[src/rtl/sat_pkg.sv]
// Shared types, register indexes and constants for the steering aligning torque block.
`default_nettype none

package sat_pkg;

    // Configuration port geometry.
    localparam int CFG_IDX_W  = 3;
    localparam int CFG_DATA_W = 16;

    // Register indexes on the configuration port.
    typedef enum logic [CFG_IDX_W-1:0] {
        REG_FILTER_ALPHA = 3'd0,
        REG_MAX_STEER    = 3'd1,
        REG_AIR_THRESH   = 3'd2,
        REG_LOAD_FLOOR   = 3'd3,
        REG_LOAD_CEIL    = 3'd4
    } cfg_reg_t;

    // Register reset values.
    localparam logic [15:0] ALPHA_RST      = 16'd16384;
    localparam logic [15:0] MAX_STEER_RST  = 16'd2753;
    localparam logic [15:0] AIR_THRESH_RST = 16'd10;
    localparam logic [14:0] LOAD_FLOOR_RST = 15'd1638;
    localparam logic [14:0] LOAD_CEIL_RST  = 15'd19661;

    // Digit-serial multiplier geometry: a 17 bit parallel operand times a
    // serial operand of up to 48 bits, consumed 4 bits per cycle.
    localparam int MUL_B_W   = 17;
    localparam int MUL_S_W   = 48;
    localparam int MUL_DIG_W = 4;
    localparam int MUL_HI_W  = 18;
    localparam int MUL_CNT_W = 4;

    localparam logic [MUL_CNT_W-1:0] MUL_STEPS_SHORT = 4'd4;
    localparam logic [MUL_CNT_W-1:0] MUL_STEPS_MID   = 4'd8;
    localparam logic [MUL_CNT_W-1:0] MUL_STEPS_LONG  = 4'd12;

    // Bit-serial divider geometry: a left-aligned 29 bit dividend and a
    // constant divisor below 1024.
    localparam int DIV_N_W   = 29;
    localparam int DIV_D_W   = 10;
    localparam int DIV_CNT_W = 5;

    localparam logic [DIV_CNT_W-1:0] DIV_STEPS_LOAD = 5'd29;
    localparam logic [DIV_CNT_W-1:0] DIV_STEPS_FADE = 5'd20;
    localparam logic [DIV_CNT_W-1:0] DIV_STEPS_COS  = 5'd16;

    // Divisors: 16384/20000 reduces to 512/625, 65536/960 to 1024/15.
    localparam logic [DIV_D_W-1:0] LOAD_DEN = 10'd625;
    localparam logic [DIV_D_W-1:0] FADE_DEN = 10'd15;
    localparam logic [DIV_D_W-1:0] COS_DEN  = 10'd24;

    // Arithmetic constants.
    localparam logic [15:0] FADE_END   = 16'd960;
    localparam logic [16:0] UNIT_Q16   = 17'h10000;
    localparam logic [17:0] COS_ONE    = 18'd65536;
    localparam logic [32:0] RND_UP     = 33'd32768;
    localparam logic [32:0] RND_DOWN   = 33'd32767;
    localparam logic [16:0] TORQUE_MAX = 17'd32767;

    // Input and result words.
    typedef struct packed {
        logic signed [15:0] steering;
        logic signed [15:0] lateral_accel;
        logic [15:0]        speed;
        logic signed [19:0] front_left_force;
        logic signed [19:0] front_right_force;
    } sat_in_t;

    typedef struct packed {
        logic signed [15:0] torque;
        logic signed [15:0] smoothed_accel;
    } sat_out_t;

    // Launch controls for the serial units.
    typedef struct packed {
        logic                 start;
        logic [MUL_CNT_W-1:0] steps;
    } mul_ctl_t;

    typedef struct packed {
        logic                 start;
        logic [DIV_CNT_W-1:0] steps;
    } div_ctl_t;

    // Sequencer states, one per arithmetic pass.
    typedef enum logic [3:0] {
        ST_IDLE,
        ST_FILTER,
        ST_ANGLE,
        ST_SQUARE,
        ST_QUART,
        ST_COSDIV,
        ST_PROD1,
        ST_PROD2,
        ST_PROD3
    } sat_state_t;

endpackage

`default_nettype wire

[src/rtl/sat_mul.sv]
// Digit-serial multiplier: parallel operand times a serial operand, 4 bits per cycle.
`default_nettype none

module sat_mul (
    input  logic                             aclk,
    input  logic                             aresetn,
    input  sat_pkg::mul_ctl_t                ctl,
    input  logic [sat_pkg::MUL_B_W-1:0]      mcand,
    input  logic [sat_pkg::MUL_S_W-1:0]      mplier,
    output logic                             busy,
    output logic [sat_pkg::MUL_HI_W-1:0]     prod_hi,
    output logic [sat_pkg::MUL_S_W-1:0]      prod_lo
);
    import sat_pkg::*;

    logic [MUL_B_W-1:0]            b_reg;
    logic [MUL_S_W-1:0]            ser_reg;
    logic [MUL_S_W-1:0]            ser_next;
    logic [MUL_HI_W-1:0]           acc_reg;
    logic [MUL_HI_W-1:0]           acc_next;
    logic [MUL_S_W-1:0]            lo_reg;
    logic [MUL_S_W-1:0]            lo_next;
    logic [MUL_CNT_W-1:0]          cnt_reg;
    logic [MUL_CNT_W-1:0]          cnt_next;
    logic                          busy_reg;
    logic                          busy_next;
    logic [MUL_B_W+MUL_DIG_W-1:0]  partial;
    logic [MUL_HI_W+MUL_DIG_W-1:0] step_sum;

    // One digit step: add the partial product to the running high part and
    // shift the finished low digit into the product register from the top.
    assign partial  = {{MUL_DIG_W{1'b0}}, b_reg}
                    * {{MUL_B_W{1'b0}}, ser_reg[MUL_DIG_W-1:0]};
    assign step_sum = {{MUL_DIG_W{1'b0}}, acc_reg} + {1'b0, partial};

    always_comb begin
        ser_next = {{MUL_DIG_W{1'b0}}, ser_reg[MUL_S_W-1:MUL_DIG_W]};
        acc_next = step_sum[MUL_HI_W+MUL_DIG_W-1:MUL_DIG_W];
        lo_next  = {step_sum[MUL_DIG_W-1:0], lo_reg[MUL_S_W-1:MUL_DIG_W]};
        cnt_next = cnt_reg - 1'b1;
        busy_next = (cnt_reg != {{(MUL_CNT_W-1){1'b0}}, 1'b1});
    end

    // Operand and product registers.
    always_ff @(posedge aclk) begin
        if (ctl.start) begin
            b_reg   <= mcand;
            ser_reg <= mplier;
            acc_reg <= '0;
            lo_reg  <= '0;
        end else if (busy_reg) begin
            ser_reg <= ser_next;
            acc_reg <= acc_next;
            lo_reg  <= lo_next;
        end
    end

    // Step counter and busy flag.
    always_ff @(posedge aclk) begin
        if (!aresetn) begin
            cnt_reg  <= '0;
            busy_reg <= 1'b0;
        end else if (ctl.start) begin
            cnt_reg  <= ctl.steps;
            busy_reg <= 1'b1;
        end else if (busy_reg) begin
            cnt_reg  <= cnt_next;
            busy_reg <= busy_next;
        end
    end

    assign busy    = busy_reg;
    assign prod_hi = acc_reg;
    assign prod_lo = lo_reg;

endmodule

`default_nettype wire

[src/rtl/sat_div.sv]
// Bit-serial restoring divider: one quotient bit per cycle, dividend MSB first.
`default_nettype none

module sat_div (
    input  logic                             aclk,
    input  logic                             aresetn,
    input  sat_pkg::div_ctl_t                ctl,
    input  logic [sat_pkg::DIV_N_W-1:0]      dividend,
    input  logic [sat_pkg::DIV_D_W-1:0]      divisor,
    output logic                             busy,
    output logic [sat_pkg::DIV_N_W-1:0]      quotient
);
    import sat_pkg::*;

    logic [DIV_N_W-1:0]   num_reg;
    logic [DIV_N_W-1:0]   num_next;
    logic [DIV_D_W-1:0]   den_reg;
    logic [DIV_D_W-1:0]   rem_reg;
    logic [DIV_D_W-1:0]   rem_next;
    logic [DIV_N_W-1:0]   quo_reg;
    logic [DIV_N_W-1:0]   quo_next;
    logic [DIV_CNT_W-1:0] cnt_reg;
    logic [DIV_CNT_W-1:0] cnt_next;
    logic                 busy_reg;
    logic                 busy_next;
    logic [DIV_D_W:0]     trial;
    logic [DIV_D_W:0]     diff;
    logic                 fits;

    // Bring down the next dividend bit and subtract the divisor when it fits.
    always_comb begin
        trial     = {rem_reg, num_reg[DIV_N_W-1]};
        diff      = trial - {1'b0, den_reg};
        fits      = (trial >= {1'b0, den_reg});
        rem_next  = fits ? diff[DIV_D_W-1:0] : trial[DIV_D_W-1:0];
        quo_next  = {quo_reg[DIV_N_W-2:0], fits};
        num_next  = {num_reg[DIV_N_W-2:0], 1'b0};
        cnt_next  = cnt_reg - 1'b1;
        busy_next = (cnt_reg != {{(DIV_CNT_W-1){1'b0}}, 1'b1});
    end

    // Dividend, remainder and quotient registers.
    always_ff @(posedge aclk) begin
        if (ctl.start) begin
            num_reg <= dividend;
            den_reg <= divisor;
            rem_reg <= '0;
            quo_reg <= '0;
        end else if (busy_reg) begin
            num_reg <= num_next;
            rem_reg <= rem_next;
            quo_reg <= quo_next;
        end
    end

    // Step counter and busy flag.
    always_ff @(posedge aclk) begin
        if (!aresetn) begin
            cnt_reg  <= '0;
            busy_reg <= 1'b0;
        end else if (ctl.start) begin
            cnt_reg  <= ctl.steps;
            busy_reg <= 1'b1;
        end else if (busy_reg) begin
            cnt_reg  <= cnt_next;
            busy_reg <= busy_next;
        end
    end

    assign busy     = busy_reg;
    assign quotient = quo_reg;

endmodule

`default_nettype wire

[src/rtl/steering_aligning_torque.sv]
// Top level of the steering aligning torque estimator.
//
//   Channel  Ports                          Word
//   input    s_valid, s_ready, s_data       sat_in_t: steering, lateral_accel, speed, forces
//   result   m_valid, m_ready, m_data       sat_out_t: torque, smoothed_accel
//   config   cfg_wr_en, cfg_index, cfg_wdata  one register write per enabled cycle
//
// One word is processed at a time, and a new word is taken only once the
// previous result has been loaded into the output register. The time per
// word is set by the shared 4 bit digit-serial multiplier (seven
// passes, 40 digit steps) and the bit-serial divide by 24 in the cosine.
// The load and fade divisions run on their own dividers alongside the
// multiplier. Reset is synchronous, active low, and restores the register
// defaults and a zero filter state. A stalled result waits in the output
// register while the next word is already accepted and processed.
`default_nettype none

module steering_aligning_torque (
    input  logic                               aclk,
    input  logic                               aresetn,
    input  logic                               s_valid,
    output logic                               s_ready,
    input  sat_pkg::sat_in_t                   s_data,
    output logic                               m_valid,
    input  logic                               m_ready,
    output sat_pkg::sat_out_t                  m_data,
    input  logic                               cfg_wr_en,
    input  logic [sat_pkg::CFG_IDX_W-1:0]      cfg_index,
    input  logic [sat_pkg::CFG_DATA_W-1:0]     cfg_wdata
);
    import sat_pkg::*;

    // Configuration registers.
    logic [15:0] alpha_reg;
    logic [15:0] max_steer_reg;
    logic [15:0] air_thresh_reg;
    logic [14:0] floor_reg;
    logic [14:0] ceil_reg;

    // Sequencer.
    sat_state_t state_reg;
    sat_state_t state_next;
    logic       advance;
    logic       s_accept;

    // Per-word registers.
    logic [15:0] fs_reg;
    logic [15:0] amag_reg;
    logic        dneg_reg;
    logic        airborne_reg;
    logic        slow_reg;
    logic [15:0] x2_reg;
    logic        m_valid_reg;
    sat_out_t    m_data_reg;

    // Serial unit connections.
    mul_ctl_t              mul_ctl;
    logic [MUL_B_W-1:0]    mul_mcand;
    logic [MUL_S_W-1:0]    mul_mplier;
    logic                  mul_busy;
    logic [MUL_HI_W-1:0]   mul_hi;
    logic [MUL_S_W-1:0]    mul_lo;
    div_ctl_t              ld_ctl;
    div_ctl_t              fd_ctl;
    div_ctl_t              cd_ctl;
    logic                  ld_busy;
    logic                  fd_busy;
    logic                  cd_busy;
    logic [DIV_N_W-1:0]    ld_quo;
    logic [DIV_N_W-1:0]    fd_quo;
    logic [DIV_N_W-1:0]    cd_quo;
    logic [DIV_N_W-1:0]    ld_dividend;
    logic [DIV_N_W-1:0]    fd_dividend;
    logic [DIV_N_W-1:0]    cd_dividend;

    // Datapath terms.
    logic [16:0] lat_diff;
    logic [16:0] diff_mag_w;
    logic [15:0] diff_mag;
    logic [15:0] steer_mag;
    logic [20:0] force_sum;
    logic        airborne;
    logic        slow;
    logic [31:0] prod_mid;
    logic [45:0] prod_wide;
    logic [32:0] round_sum;
    logic [15:0] delta;
    logic [17:0] sway_ext;
    logic [15:0] sway_new;
    logic [15:0] angle_x;
    logic [15:0] power_q16;
    logic [17:0] cos_ext;
    logic [16:0] cos_val;
    logic [15:0] sway_mag;
    logic [14:0] load_top;
    logic [14:0] load_val;
    logic [16:0] fade_val;
    logic [16:0] rounded;
    logic [14:0] torque_mag;
    logic [15:0] torque_val;

    assign s_ready  = (state_reg == ST_IDLE);
    assign s_accept = s_valid && s_ready;

    // Configuration writes; indexes beyond the list are ignored.
    always_ff @(posedge aclk) begin
        if (!aresetn) begin
            alpha_reg      <= ALPHA_RST;
            max_steer_reg  <= MAX_STEER_RST;
            air_thresh_reg <= AIR_THRESH_RST;
            floor_reg      <= LOAD_FLOOR_RST;
            ceil_reg       <= LOAD_CEIL_RST;
        end else if (cfg_wr_en) begin
            case (cfg_index)
                REG_FILTER_ALPHA: alpha_reg      <= cfg_wdata;
                REG_MAX_STEER:    max_steer_reg  <= cfg_wdata;
                REG_AIR_THRESH:   air_thresh_reg <= cfg_wdata;
                REG_LOAD_FLOOR:   floor_reg      <= cfg_wdata[14:0];
                REG_LOAD_CEIL:    ceil_reg       <= cfg_wdata[14:0];
                default: ;
            endcase
        end
    end

    // Terms taken from the incoming word at acceptance.
    always_comb begin
        lat_diff   = {s_data.lateral_accel[15], s_data.lateral_accel}
                   - {fs_reg[15], fs_reg};
        diff_mag_w = lat_diff[16] ? (17'd0 - lat_diff) : lat_diff;
        diff_mag   = diff_mag_w[15:0];
        steer_mag  = s_data.steering[15] ? (16'd0 - s_data.steering) : s_data.steering;
        force_sum  = {s_data.front_left_force[19], s_data.front_left_force}
                   + {s_data.front_right_force[19], s_data.front_right_force};
        airborne   = ($signed(force_sum) <= $signed({5'b0, air_thresh_reg}));
        slow       = (s_data.speed < FADE_END);
        ld_dividend = {force_sum[19:0], 9'b0};
        fd_dividend = {s_data.speed[9:0], 19'b0};
    end

    // Filter update: the delta is alpha times the difference, rounded to
    // nearest with ties toward plus infinity, applied by magnitude and sign.
    always_comb begin
        prod_mid  = {mul_hi[15:0], mul_lo[47:32]};
        round_sum = {1'b0, prod_mid} + (dneg_reg ? RND_DOWN : RND_UP);
        delta     = round_sum[31:16];
        sway_ext  = {{2{fs_reg[15]}}, fs_reg}
                  + (dneg_reg ? (18'd0 - {2'b0, delta}) : {2'b0, delta});
        sway_new  = sway_ext[15:0];
    end

    // Angle, its powers and the cosine series.
    always_comb begin
        angle_x     = {mul_hi[14:0], mul_lo[47]};
        power_q16   = mul_hi[15:0];
        cos_dividend_build();
        cos_ext     = COS_ONE - {3'b0, x2_reg[15:1]} + {2'b0, cd_quo[15:0]};
        cos_val     = cos_ext[16:0];
        sway_mag    = fs_reg[15] ? (16'd0 - fs_reg) : fs_reg;
    end

    function automatic void cos_dividend_build();
    endfunction

    assign cd_dividend = {mul_hi[15:0], 13'b0};

    // Load factor clamp and speed fade.
    always_comb begin
        load_top = (ld_quo > {14'b0, ceil_reg}) ? ceil_reg : ld_quo[14:0];
        if (airborne_reg) begin
            load_val = floor_reg;
        end else begin
            load_val = (load_top < floor_reg) ? floor_reg : load_top;
        end
        fade_val = slow_reg ? {1'b0, fd_quo[15:0]} : UNIT_Q16;
    end

    // Final rounding, saturation and sign of the torque.
    always_comb begin
        prod_wide  = {mul_hi[13:0], mul_lo[47:16]};
        rounded    = {1'b0, mul_hi[13:0], mul_lo[47:46]} + {16'b0, mul_lo[45]};
        torque_mag = (rounded > TORQUE_MAX) ? TORQUE_MAX[14:0] : rounded[14:0];
        torque_val = fs_reg[15] ? (16'd0 - {1'b0, torque_mag}) : {1'b0, torque_mag};
    end

    // Sequencer outputs: when a pass ends, the next one is launched.
    always_comb begin
        advance     = 1'b0;
        mul_ctl     = '0;
        mul_mcand   = '0;
        mul_mplier  = '0;
        ld_ctl      = '0;
        fd_ctl      = '0;
        cd_ctl      = '0;
        ld_ctl.steps = DIV_STEPS_LOAD;
        fd_ctl.steps = DIV_STEPS_FADE;
        cd_ctl.steps = DIV_STEPS_COS;
        case (state_reg)
            ST_IDLE: begin
                advance       = s_accept;
                mul_ctl.start = s_accept;
                mul_ctl.steps = MUL_STEPS_SHORT;
                mul_mcand     = {1'b0, diff_mag};
                mul_mplier    = {32'b0, alpha_reg};
                ld_ctl.start  = s_accept;
                fd_ctl.start  = s_accept;
            end
            ST_FILTER: begin
                advance       = !mul_busy;
                mul_ctl.start = !mul_busy;
                mul_ctl.steps = MUL_STEPS_SHORT;
                mul_mcand     = {1'b0, max_steer_reg};
                mul_mplier    = {32'b0, amag_reg};
            end
            ST_ANGLE: begin
                advance       = !mul_busy;
                mul_ctl.start = !mul_busy;
                mul_ctl.steps = MUL_STEPS_SHORT;
                mul_mcand     = {1'b0, angle_x};
                mul_mplier    = {32'b0, angle_x};
            end
            ST_SQUARE: begin
                advance       = !mul_busy;
                mul_ctl.start = !mul_busy;
                mul_ctl.steps = MUL_STEPS_SHORT;
                mul_mcand     = {1'b0, power_q16};
                mul_mplier    = {32'b0, power_q16};
            end
            ST_QUART: begin
                advance      = !mul_busy;
                cd_ctl.start = !mul_busy;
            end
            ST_COSDIV: begin
                advance       = !cd_busy;
                mul_ctl.start = !cd_busy;
                mul_ctl.steps = MUL_STEPS_SHORT;
                mul_mcand     = cos_val;
                mul_mplier    = {32'b0, sway_mag};
            end
            ST_PROD1: begin
                advance       = !mul_busy && !ld_busy;
                mul_ctl.start = !mul_busy && !ld_busy;
                mul_ctl.steps = MUL_STEPS_MID;
                mul_mcand     = {2'b0, load_val};
                mul_mplier    = {16'b0, prod_mid};
            end
            ST_PROD2: begin
                advance       = !mul_busy && !fd_busy;
                mul_ctl.start = !mul_busy && !fd_busy;
                mul_ctl.steps = MUL_STEPS_LONG;
                mul_mcand     = fade_val;
                mul_mplier    = {2'b0, prod_wide};
            end
            ST_PROD3: begin
                advance = !mul_busy && (!m_valid_reg || m_ready);
            end
            default: ;
        endcase
    end

    // Sequencer next state.
    always_comb begin
        state_next = state_reg;
        case (state_reg)
            ST_IDLE:   if (advance) state_next = ST_FILTER;
            ST_FILTER: if (advance) state_next = ST_ANGLE;
            ST_ANGLE:  if (advance) state_next = ST_SQUARE;
            ST_SQUARE: if (advance) state_next = ST_QUART;
            ST_QUART:  if (advance) state_next = ST_COSDIV;
            ST_COSDIV: if (advance) state_next = ST_PROD1;
            ST_PROD1:  if (advance) state_next = ST_PROD2;
            ST_PROD2:  if (advance) state_next = ST_PROD3;
            ST_PROD3:  if (advance) state_next = ST_IDLE;
            default:   state_next = ST_IDLE;
        endcase
    end

    // Control state: sequencer, filter state and result valid.
    always_ff @(posedge aclk) begin
        if (!aresetn) begin
            state_reg   <= ST_IDLE;
            fs_reg      <= '0;
            m_valid_reg <= 1'b0;
        end else begin
            state_reg <= state_next;
            if (state_reg == ST_FILTER && advance) begin
                fs_reg <= sway_new;
            end
            if (state_reg == ST_PROD3 && advance) begin
                m_valid_reg <= 1'b1;
            end else if (m_ready) begin
                m_valid_reg <= 1'b0;
            end
        end
    end

    // Per-word payload registers.
    always_ff @(posedge aclk) begin
        if (state_reg == ST_IDLE && advance) begin
            amag_reg     <= steer_mag;
            dneg_reg     <= lat_diff[16];
            airborne_reg <= airborne;
            slow_reg     <= slow;
        end
        if (state_reg == ST_SQUARE && advance) begin
            x2_reg <= power_q16;
        end
        if (state_reg == ST_PROD3 && advance) begin
            m_data_reg.torque         <= torque_val;
            m_data_reg.smoothed_accel <= fs_reg;
        end
    end

    assign m_valid = m_valid_reg;
    assign m_data  = m_data_reg;

    // Shared multiplier and the three dividers.
    sat_mul u_mul (
        .aclk    (aclk),
        .aresetn (aresetn),
        .ctl     (mul_ctl),
        .mcand   (mul_mcand),
        .mplier  (mul_mplier),
        .busy    (mul_busy),
        .prod_hi (mul_hi),
        .prod_lo (mul_lo)
    );

    sat_div u_load_div (
        .aclk     (aclk),
        .aresetn  (aresetn),
        .ctl      (ld_ctl),
        .dividend (ld_dividend),
        .divisor  (LOAD_DEN),
        .busy     (ld_busy),
        .quotient (ld_quo)
    );

    sat_div u_fade_div (
        .aclk     (aclk),
        .aresetn  (aresetn),
        .ctl      (fd_ctl),
        .dividend (fd_dividend),
        .divisor  (FADE_DEN),
        .busy     (fd_busy),
        .quotient (fd_quo)
    );

    sat_div u_cos_div (
        .aclk     (aclk),
        .aresetn  (aresetn),
        .ctl      (cd_ctl),
        .dividend (cd_dividend),
        .divisor  (COS_DEN),
        .busy     (cd_busy),
        .quotient (cd_quo)
    );

endmodule

`default_nettype wire

[config.mk]
export PLATFORM = sky130hd
export DESIGN_NAME = steering_aligning_torque
export DESIGN_NICKNAME = d
export VERILOG_FILES = /design/src/rtl/sat_pkg.sv /design/src/rtl/sat_mul.sv /design/src/rtl/sat_div.sv /design/src/rtl/steering_aligning_torque.sv
export SDC_FILE = /design/constraint.sdc
export NUM_CORES = 1
export LEC_CHECK = 0
export ABC_AREA = 1
export ABC_CLOCK_PERIOD_IN_PS = 4100
export BUFFER_PORTS_ARGS = -buffer_cell sky130_fd_sc_hd__buf_2
export CAP_MARGIN = 20
export CORE_MARGIN = 2
export CORE_UTILIZATION = 50
export CTS_CLUSTER_SIZE = 16
export DETAILED_ROUTE_END_ITERATION = 10
export PLACE_DENSITY = 0.7
export SLEW_MARGIN = 20
export SYNTH_ARGS = -nofsm -noshare
export SYNTH_HDL_FRONTEND = slang
export SYNTH_SLANG_ARGS = --single-unit
[constraint.sdc]
create_clock -name aclk -period 4.1 [get_ports aclk]
set_input_delay 0.41 -clock aclk [delete_from_list [all_inputs] [get_ports aclk]]
set_output_delay 0.41 -clock aclk [all_outputs]
set_load 0.02 [all_outputs]
Yosys cells after proc, flatten, opt, wreduce, memory -nomap -nowiden:

Index checks and enable logic that the tools add are counted.

* add/sub/neg operators: 20
* multiply operators: 1
* $lt $le $gt $ge: 8
* equal/unequal tests: 25
* multiplexer cells: 56
* bitwise logic cells: 1
* reduce and logical (&&, ||, !) cells: 31

Operator list (number)
* one-hot mux 46 bit (7 select lines): 1
* two-way mux 29 bit: 6
* one-hot mux 17 bit (7 select lines): 1
* two-way mux 48 bit: 2
* two-way mux 15 bit: 6
* two-way mux 16 bit: 4
* subtractor 1 x 16 -> 16 bit (first input constant): 4
* two-way mux 4 bit: 11
* one-hot mux 4 bit (9 select lines): 1
* adder 32 x 16 -> 32 bit: 1
* two-way mux 10 bit: 3
* two-way mux 5 bit: 6
* greater-than comparator 29 x 15 -> 1 bit: 1
* one-hot mux 5 bit (5 select lines): 1
* adder 18 x 21 -> 22 bit: 1
* adder 20 x 20 -> 21 bit: 1
* less-or-equal comparator 21 x 17 -> 1 bit: 1
* multiplier 17 x 4 -> 21 bit: 1
* adder 16 x 1 -> 17 bit: 1
* adder 17 x 16 -> 17 bit: 1
* greater-than comparator 17 x 15 -> 1 bit (second input constant): 1
* two-way mux 17 bit: 1
* subtractor 16 x 16 -> 17 bit: 1
* subtractor 17 x 15 -> 17 bit (first input constant): 1
* 37 further kinds: 84

* flip-flop bits (word level): 457
* input port bits: 112
* output and inout bits: 34
* logic and storage cells: 183

Depth between registers and ports, before layout:

* depth in word-level cells: 6
* mapped depth: 34
* mapped depth without buffers: 33

Cells and area by module:

A second synthesis with hierarchy kept.

* cells, all modules: 4679
* area, all modules: 34757.1 µm²

Modules (own cells, without submodules)
* steering_aligning_torque: times used 1, cells an instance 2310, area each 15240.9 µm², seq. area each 3963.8 µm²
* sat_div: times used 3, cells an instance 463, area each 3844.9 µm², seq. area each 2072.0 µm²
* sat_mul: times used 1, cells an instance 980, area each 7981.4 µm², seq. area each 3373.2 µm²

Worst setup path before layout:

Ideal clock, no wire load.

* path kind: register to register
* from: register dneg_reg
* to: register fs_reg[15]
* setup time: 115 ps
* arrival: 4438 ps
* required time: 3985 ps
* slack: -453 ps
* cell stages (with the launch flop): 34
* buffers on the path: 1
* period minus slack after synthesis: 4553 ps
* cells stage by stage: edfxtp_1 -> clkbuf_1 -> inv_1 -> ha_1 -> nand2_1 -> nor2_1 -> nand2_1 -> nor2_1 -> nand2_1 -> nand2_1 -> nand2_1 -> nand2_1 -> nand2_1 -> inv_1 -> ha_1 -> nand2_1 -> nor2_1 -> nand4_1 -> nor2_1 -> nand3_1 -> nand2_1 -> o21ai_1 -> xnor2_1 -> inv_1 -> ha_1 -> inv_1 -> nor3_1 -> nor3b_1 -> a221oi_1 -> nand3_1 -> nand2_1 -> nand3_1 -> nand2_1 -> nor2_1

* cells in the longest elaborated chain, start to end: 5

RTL lines
* start: declaration: RTL line steering_aligning_torque.sv:49 `logic dneg_reg;`
* start signal: assignment: RTL line steering_aligning_torque.sv:300 `dneg_reg <= lat_diff[16];`
* two-way mux 16 bit: RTL line steering_aligning_torque.sv:144 `round_sum = {1'b0, prod_mid} + (dneg_reg ? RND_DOWN : RND_UP);`
* adder 32 x 16 -> 32 bit: RTL line steering_aligning_torque.sv:144
* subtractor 1 x 16 -> 16 bit: RTL line steering_aligning_torque.sv:147 `+ (dneg_reg ? (18'd0 - {2'b0, delta}) : {2'b0, delta});`
* two-way mux 16 bit *: RTL line steering_aligning_torque.sv:147
* adder 16 bit *: RTL line steering_aligning_torque.sv:147
* end signal: assignment: RTL line steering_aligning_torque.sv:286 `fs_reg <= sway_new;`
* end: declaration: RTL line steering_aligning_torque.sv:47 `logic [15:0] fs_reg;`

Every way passes the cells marked *; elsewhere a longest branch is shown, timed or not.
A chain may end at the register's enable or synchronous reset.

Worst setup path in the final report:

* from: register dneg_reg
* to: register fs_reg[13]

Same word-level chain as after synthesis.

==> results_dict.tcl <==
set metrics [dict create \
    run_status "complete, but fails checks" \
    violations "negative setup slack" \
    finalClockSkew_ns 0.0185 \
    crit_type "reg2reg" \
    hold_ws_ns 0.0369 \
    gr-total-overflow 0 \
    synth_flop_cell "dfxtp_1" \
    synthTopCellsByCount "nand2_1, inv_1, nor2_1" \
    start_util_pct 50.3 \
    clk_pin_slew_ns 0.06 \
    drt-total-wl_mm 84.7 \
    crit_path_max_fanout 9 \
    antenna_found_initial 9 \
    drv_cap 0 \
    slew_viol_final 0 \
    place_ws_ns -0.124 \
    drive_gt1_share_pct 15.2 \
    crit_buf_inv 5 \
    yosysWarnings 0 \
    peakVddDrop_v 0.000837 \
    yosys-top-cells-area "dfxtp_1, edfxtp_1, nand2_1" \
    cpMostUsedCell "nand2_2" \
    crit_path_start_kind "flip-flop" \
    finalNetCount 4260 \
    synthCells 3642 \
    seq_power_share_pct 23.6 \
    p_switching_mw 13.0 \
    period_share_pct 105 \
    fin_tns_setup_ns -1.00 \
    synth_fp_nets 3981 \
    rsz0062_at_grt "true" \
    clkPwrFrac_pct 15.9 \
    grt.total_usage_pct 29.0 \
    grt_pass1_vias 23900 \
    crit_required_ns 4.62 \
    power_mw 28.5 \
    yosysUniqueCellTypes 58 \
    setup_viol 7 \
    arrival_ns 4.85 \
    leakagePower_nw 15.5 \
    timing_hold_violations_final 0 \
    synth-edff-count 175 \
    async_reset_ff_share_pct 0 \
    core_sq_mm 0.0549 \
    synth_top_area_share_pct 19.1 \
    cts_buffers 49 \
    io_pins 146 \
    worst_pin_slew_ns 0.997 \
    dieArea_sq_mm 0.0572 \
    avgSynthCellArea_sq_um 7.59 \
    cts_num_sinks 438 \
    yosysMostFrequentCell "nand2_1" \
    final_core_util_pct 59.8 \
    min_period_ns 4.32 \
    nFillCells 4958 \
    drc 0 \
    ant_nets 0 \
    yosysSeqAreaShare_pct 38.1 \
    max_freq_mhz 231 \
    yosysTopAreaCell "dfxtp_1" \
    p_sw_share_pct 45.6 \
    hpwl_mm 63.5 \
    drt_iter0_drc 2236 \
    die_width_um 239 \
    vias_per_cell 5.57 \
    gp_congestion 1.02 \
    grt_pass1_wl_mm 130 \
    firstDrtPassIters 6 \
    grt_max_degree 66 \
    slowest_stage "edfxtp_1" \
    relSlewSlack_pct 33.5 \
    largest_reg_flops 46 \
    syn_to_final_growth_pct 18.9 \
    synth_seq_cells 438 \
    p_comb_share_pct 60.5 \
    dr_total_vias 26000 \
    wl_per_cell_um 18.1 \
    clkLatencyLatePin_ns 0.60 \
    cts_tree "done" \
    design_area_sq_mm 0.0328 \
    portBuffers 145 \
    place_area_sq_mm 0.0302 \
    hold_path.class "in2reg" \
    cts_buffer_depth 3 \
    crit_family "compound AO/OA/AOI/OAI gates" \
    fin_cells 4669 \
    syn_area_sq_mm 0.0276 \
    power_density_mw_per_mm2 867 \
    h-tree-depth 2 \
    p_int_mw 15.5 \
    cts_root_buf "clkbuf_16" \
    placed_cells 4551 \
    slowest_delay_ns 0.44 \
    fin_ws_ns -0.223 \
    fp-row-count 86 \
    die_h_um 239 \
    end_kind "flip-flop" \
]
cells by family (layout without fill, tap and decap cells):
group,Yosys count,count (layout),share of synthesized area [%]
compound gates,760,760,16.0
xor+xnor,114,114,3.61
fa+ha+maj,227,227,11.7
buf+inv,703,1022,9.60
flops,438,438,38.1
other cells,0,4,0
simple gates,1400,1400,21.0
per-layer routing:
layer	global-route usage [%]	part of all wire, %	vias to the layer above
met2	46.5	45	1050
met1	38.2	42	12000
met5	0	0.066	-
met4	13.2	4.5	10
li1	-	-	12700
met3	5.03	8.3	218
power groups by stage:
stage / sequential, mW / clock, mW / combinational (mW)
finish: 6.71 / 4.53 / 17.2
global route: 6.79 / 4.75 / 18.9
CTS: 6.68 / 4.58 / 14.7
detailed placement: 6.75 / 0 / 14.3
global placement: 6.74 / 0 / 14.2
floorplan: 6.48 / 0 / 9.93
worst paths after layout:
kind         cells past startpoint  slack, ns                  start               endpoint
max reg2reg                     29      -0.22               dneg_reg             fs_reg[13]
min                              1       0.04             s_data[72]            amag_reg[0]
max                             29      -0.22               dneg_reg             fs_reg[13]
min reg2reg                      2       0.45  u_load_div.rem_reg[7]  u_load_div.rem_reg[7]
worst reg2reg max path: cells and delay by family (launching register included):
family                   cells  cell delay [ns]
buffers and inverters        5             0.65
AND/OR/NAND/NOR             12             0.94
XOR/XNOR                     2             0.32
AO/OA/AOI/OAI                7             1.20
adder cells (fa/ha/maj)      3             0.72
flip-flops                   1             0.44
cell type report:
type | count | area (sq um) | share of cell area [%]
multi-input cells | 2501 | 15300 | 46.5
flip-flops and latches | 438 | 10500 | 32.0
repair buffers | 346 | 2280 | 6.95
inverters | 585 | 2200 | 6.70
clock buffers | 67 | 1430 | 4.34
well taps | 704 | 881 | 2.68
clock inverters | 24 | 241 | 0.735
diodes | 4 | 10.0 | 0.0305
placed cells by master (no fill, tap or decap), types with 10 or more instances in the layout:
cell type	count
a21oi_1	213
a21oi_2	11
a221oi_1	17
a22o_1	14
a22oi_1	46
a31oi_1	19
buf_2	145
buf_4	194
clkbuf_16	51
clkinv_1	10
clkinv_2	10
dfxtp_1	263
edfxtp_1	175
fa_1	51
ha_1	147
ha_4	28
inv_1	566
nand2_1	768
nand2_2	42
nand3_1	171
nand4_1	31
nor2_1	247
nor2_2	18
nor2_4	11
nor3_1	54
nor4_1	18
o211ai_1	19
o21ai_0	249
o21ai_1	10
o22ai_1	84
o31ai_1	16
xnor2_1	45
xor2_1	68
timing repair:
action                                 CTS  global route
gates resized for setup                 53           104
setup endpoints to repair                6            35
cloned                                   1             0
pin swaps                                9            73
hold buffers                             0             0
setup buffers                            6            18
endpoints found under the hold margin    0             0
Power figures use the tool's default switching activity.
